--- config.mk ---
export PLATFORM = sky130hd
export DESIGN_NAME = lqdf_mul
export DESIGN_NICKNAME = d
export VERILOG_FILES = /design/src/rtl/lqdf_pkg.sv /design/src/rtl/lqdf_mul.sv
export SDC_FILE = /design/constraint.sdc
export NUM_CORES = 2
export LEC_CHECK = 0
export BUFFER_PORTS_ARGS = -buffer_cell sky130_fd_sc_hd__buf_4
export CORE_AREA = 2 2 345 347
export CTS_CLUSTER_DIAMETER = 40
export DETAILED_ROUTE_END_ITERATION = 8
export DIE_AREA = 0 0 347 349
export GPL_TIMING_DRIVEN = 0
export PLACE_DENSITY_LB_ADDON = 0.08
export RECOVER_POWER = 100
export SYNTH_ARGS = -nofsm -noshare
export SYNTH_HDL_FRONTEND = slang
export SYNTH_SLANG_ARGS = --single-unit
--- constraint.sdc ---
create_clock -name clk_i -period 7.6 [get_ports clk_i]
set_clock_uncertainty 0.05 [all_clocks]
set_input_delay 0.38 -clock clk_i [delete_from_list [all_inputs] [get_ports clk_i]]
set_output_delay 0.38 -clock clk_i [all_outputs]
set_load 0.01 [all_outputs]
--- src/rtl/lqdf_pkg.sv ---
// types, constants and state codes of the linear plus quadratic damping force block
package lqdf_pkg;

  localparam int DOF       = 6;
  localparam int AXES      = 6;
  localparam int FRAC_BITS = 16;

  localparam int COEF_W  = 32;
  localparam int VEL_W   = 32;
  localparam int FORCE_W = 48;
  localparam int OPND_W  = 33;
  localparam int PROD_W  = 2 * OPND_W;
  localparam int P1_W    = 64;
  localparam int ACC_W   = 100;
  localparam int SH_W    = ACC_W - 2 * FRAC_BITS;
  localparam int DOT_W   = 84;

  localparam int TBL_N  = DOF * DOF;
  localparam int TBL_AW = (TBL_N > 1) ? $clog2(TBL_N) : 1;
  localparam int AXIS_W = (DOF > 1) ? $clog2(DOF) : 1;

  typedef enum logic [1:0] {
    OP_WR_LIN  = 2'd0,
    OP_WR_QUAD = 2'd1,
    OP_EVAL    = 2'd2
  } opcode_e;

  typedef enum logic [3:0] {
    ST_IDLE,
    ST_QMUL,
    ST_LMUL,
    ST_QLO,
    ST_QHI,
    ST_ACC,
    ST_SAT,
    ST_DLO,
    ST_DHI,
    ST_DACC,
    ST_DONE
  } state_e;

  typedef struct packed {
    opcode_e                    opcode;
    logic [2:0]                 row;
    logic [2:0]                 col;
    logic signed [COEF_W-1:0]   coef_value;
    logic signed [VEL_W-1:0]    vel_0;
    logic signed [VEL_W-1:0]    vel_1;
    logic signed [VEL_W-1:0]    vel_2;
    logic signed [VEL_W-1:0]    vel_3;
    logic signed [VEL_W-1:0]    vel_4;
    logic signed [VEL_W-1:0]    vel_5;
  } in_req_t;

  typedef struct packed {
    logic signed [FORCE_W-1:0]  force_0;
    logic signed [FORCE_W-1:0]  force_1;
    logic signed [FORCE_W-1:0]  force_2;
    logic signed [FORCE_W-1:0]  force_3;
    logic signed [FORCE_W-1:0]  force_4;
    logic signed [FORCE_W-1:0]  force_5;
    logic                       dissipative;
  } out_rsp_t;

endpackage

--- src/rtl/lqdf_mul.sv ---
// shared signed 33x33 multiplier with registered product
module lqdf_mul (
  input  logic                                    clk_i,
  input  logic signed [lqdf_pkg::OPND_W-1:0]      a_i,
  input  logic signed [lqdf_pkg::OPND_W-1:0]      b_i,
  output logic signed [lqdf_pkg::PROD_W-1:0]      p_o
);
  import lqdf_pkg::*;

  logic signed [PROD_W-1:0] p_q;

  always_ff @(posedge clk_i) begin
    p_q <= PROD_W'(a_i) * PROD_W'(b_i);
  end

  assign p_o = p_q;

endmodule

==> results summary <==
The flow ran to the end, and the final reports show no timing, DRC or antenna violations. The wire length of the first global-routing pass is 247200 um. The number of vias in the routed layout came out at 30330.

At the worst endpoint, the arrival time is 7850 ps. The effective utilization at floorplan is 34.68%. Timing would allow up to 0.1319 GHz. The total met2 wirelength after detailed routing came out at 80430 um. CTS placed an instance of sky130_fd_sc_hd__clkbuf_16 at the clock tree root. The estimated wirelength of the detail-placed design is 144800 um. The primary flip-flop cell chosen by synthesis mapping is sky130_fd_sc_hd__dfxtp_1.

The number of nets at the end of the flow is 5942. After detailed routing, no signal wire sits above met5. Dividing the detail-routed wire length by the instance count gives 28.27 um.

In this run the most critical hold path is launched from a_i[0]. In this design, the critical path's most frequently occurring cell is sky130_fd_sc_hd__fa_1. The number of synthesized register bits is 66. The starting DRC count in detailed routing came out at 1983.

The length of routed met3 wiring came out at 10890 um. The number of antenna violations at the first check in global routing was 26. The longest clock path from root to sink contains 2 buffers. The register area share after synthesis is 3.244%. The number of library cell types mapped by synthesis is 80. The setup slack after placement is -2900 ps.

The worst path buffer plus inverter count is 7. Yosys attributes the largest share of cell area to sky130_fd_sc_hd__fa_1 56%, sky130_fd_sc_hd__inv_1 10%, sky130_fd_sc_hd__and2_1 8.6%. The synthesis-to-finish area growth came out at 12.10%. The flip-flop count of the largest register after layout came out at 66. The total negative slack for setup checks is 0 ps. The wire length on met1 is 71410 um. The sequential cell area in the final layout came out at 1321 um2. Counting flops with a built-in enable in the synthesized netlist gives 0. The number of levels in the clock H-tree came out at 3. The max-slew violation total from the final report came out at 0. The clock edge transition at the registers on the reported setup and hold paths came out at 80 ps. The worst slew margin relative to its limit came out at 29.49%. The multi-input combinational cell area came out at 34930 um2. The smallest setup slack after layout came out at 20.09 ps. Port buffering added 132 buffers. Setup repair after global routing could not meet its margin everywhere. The critical path capture point type is a register. Sorting the synthesized cells by how often they occur yields 1145 x sky130_fd_sc_hd__fa_1, 1131 x sky130_fd_sc_hd__inv_1, 562 x sky130_fd_sc_hd__and2_1. The number of synthesis warnings came out at 0. The post-route fraction of the period consumed by the critical path came out at 99.74%. The post-synthesis async set-or-reset flop share came out at 0%.

The pin count of the biggest net entering global routing is 27. STA classifies the critical path startpoint as an input port. In the post-synthesis netlist, the cell with the most instances is sky130_fd_sc_hd__fa_1. The routed design could run at a clock period as short as 7580 ps.

The via-per-instance ratio came out at 4.997. The max-capacitance violation count came out at 0. The largest delay contributor family on the critical path is adder cells. Clock tree synthesis found a total of 66 sinks. The top-level port count came out at 133.

The total wirelength of the detailed-routed design is 171600 um. The worst hold path was traced through 2 stages. The setup violation total in the final timing report came out at 0. The count of final hold-check violations came out at 0. The top fanout value on the critical path is 15.

The synthesized design spends more area on one cell type than any other, namely sky130_fd_sc_hd__fa_1. The data required time at the worst endpoint came out at 7870 ps. The number of nets handed over by synthesis was 5767. The area of the mapped netlist is 40730 um2. The setup path with the least slack is of type input port to register.

The die width came out at 347 um. Routability-driven placement finished with a final weighted congestion of 0.9865. Synthesis handed over a netlist of 4338 instances. From bottom edge to top edge, the die measures 349 um. The core box area came out at 117500 um2.

The path with the worst hold slack has its endpoint at p_o[0]. The floorplan step defined a die boundary enclosing 121100 um2. For this design, the slowest cell found on the critical path is sky130_fd_sc_hd__fa_1.

The total congestion overflow after global routing is 0. In this run the worst hold path is classified as input port to register. The first-pass iteration count of the detailed router is 5. The average instance in the mapped netlist occupies 9.390 um2. TritonCTS built the clock tree. The antenna violation net count after detailed routing came out at 0.

The via count of the first global-routing pass is 33380. On the worst path, the slowest cell contributes a delay of 650 ps. After detailed routing, the number of remaining DRC violations is 0. For this run, the total global-route usage over all layers was measured as 29.28%. The synthesized design devotes to its leading area cell type 56.27% of total area. The transition at the pin with the smallest max-transition slack is 1058 ps. The standard-cell row count came out at 126. Of the cells placed in the final design, the portion with a size suffix greater than 1 is 10.38%. Buffers inserted during clock tree synthesis total 9. The number of fill cells in the layout is 12130.
==> worst max-delay path by stage <==
stage	startpoint	endpoint	slack, ps	cells past startpoint
after floorplan	a_i[32]	p_o[62]	150	23
after global placement	a_i[32]	p_o[64]	-3290	24
after detailed placement	a_i[32]	p_o[64]	-2900	24
after CTS	a_i[5]	p_o[58]	0.006	25
after global routing	b_i[26]	p_o[64]	-100	25
final	b_i[26]	p_o[64]	20	25
==> kinds of logic after synthesis <==
kind of cell	share of synthesized area, %
adder cells (fa/ha/maj)	62.94
buffers and inverters	12.51
AND/OR/NAND/NOR	15.78
AO/OA/AOI/OAI	4.067
XOR/XNOR	1.462
flip-flops	3.244
==> layer usage <==
layer | up-vias | global-route usage [%]
met1 | 16260 | 39.21
met3 | 278 | 3.965
li1 | 12740 | -
met5 | - | 0
met4 | 4 | 12.77
met2 | 1046 | 47.51
==> cell usage in the layout (no fill, tap or decap), types with 21 or more instances in the layout <==
cell type	count
sky130_fd_sc_hd__ha_1	197
sky130_fd_sc_hd__xor2_1	25
sky130_fd_sc_hd__buf_2	23
sky130_fd_sc_hd__and2_1	553
sky130_fd_sc_hd__clkbuf_2	62
sky130_fd_sc_hd__buf_6	21
sky130_fd_sc_hd__fa_1	1123
sky130_fd_sc_hd__clkbuf_4	49
sky130_fd_sc_hd__buf_4	114
sky130_fd_sc_hd__a21o_1	36
sky130_fd_sc_hd__nand2_1	545
sky130_fd_sc_hd__fa_2	22
sky130_fd_sc_hd__dfxtp_1	66
sky130_fd_sc_hd__inv_1	1122
sky130_fd_sc_hd__o21ai_0	24
sky130_fd_sc_hd__clkbuf_1	73
sky130_fd_sc_hd__xnor2_1	43
sky130_fd_sc_hd__nand3_1	21
sky130_fd_sc_hd__nor2_1	64
sky130_fd_sc_hd__a21oi_1	44
==> area by class of cell <==
class	count	area share [%]
timing repair buffer	174	2.570
multi-input combinational	2920	76.49
inverter	1131	9.314
clock inverter	6	0.1452
antenna	15	0.08221
sequential	66	2.894
clock buffer	10	0.5234
buffer	211	3.773
tap	1536	4.209
==> through the flow <==
step	utilization, %	cells	hold WS [ps]	instance area (um2)
4_1_cts	38.46	6035	192.9	45170
2_1_floorplan	-	4338	457.3	40740
3_3_place_gp	37.16	6006	665.6	43650
6_report	38.88	6069	236.0	45660
5_1_grt	38.86	6059	217.7	45640
3_5_place_dp	37.18	6007	673.5	43670
==> timing repair <==
item,4_1_cts,5_1_grt
buffers inserted,19,22
gates resized for setup,388,256
hold buffers,0,0
pin swaps,25,32
setup endpoints to repair,39,32
Power is not shown: default switching activity piles up to over one toggle a cycle in this logic, so the estimate is an artifact.
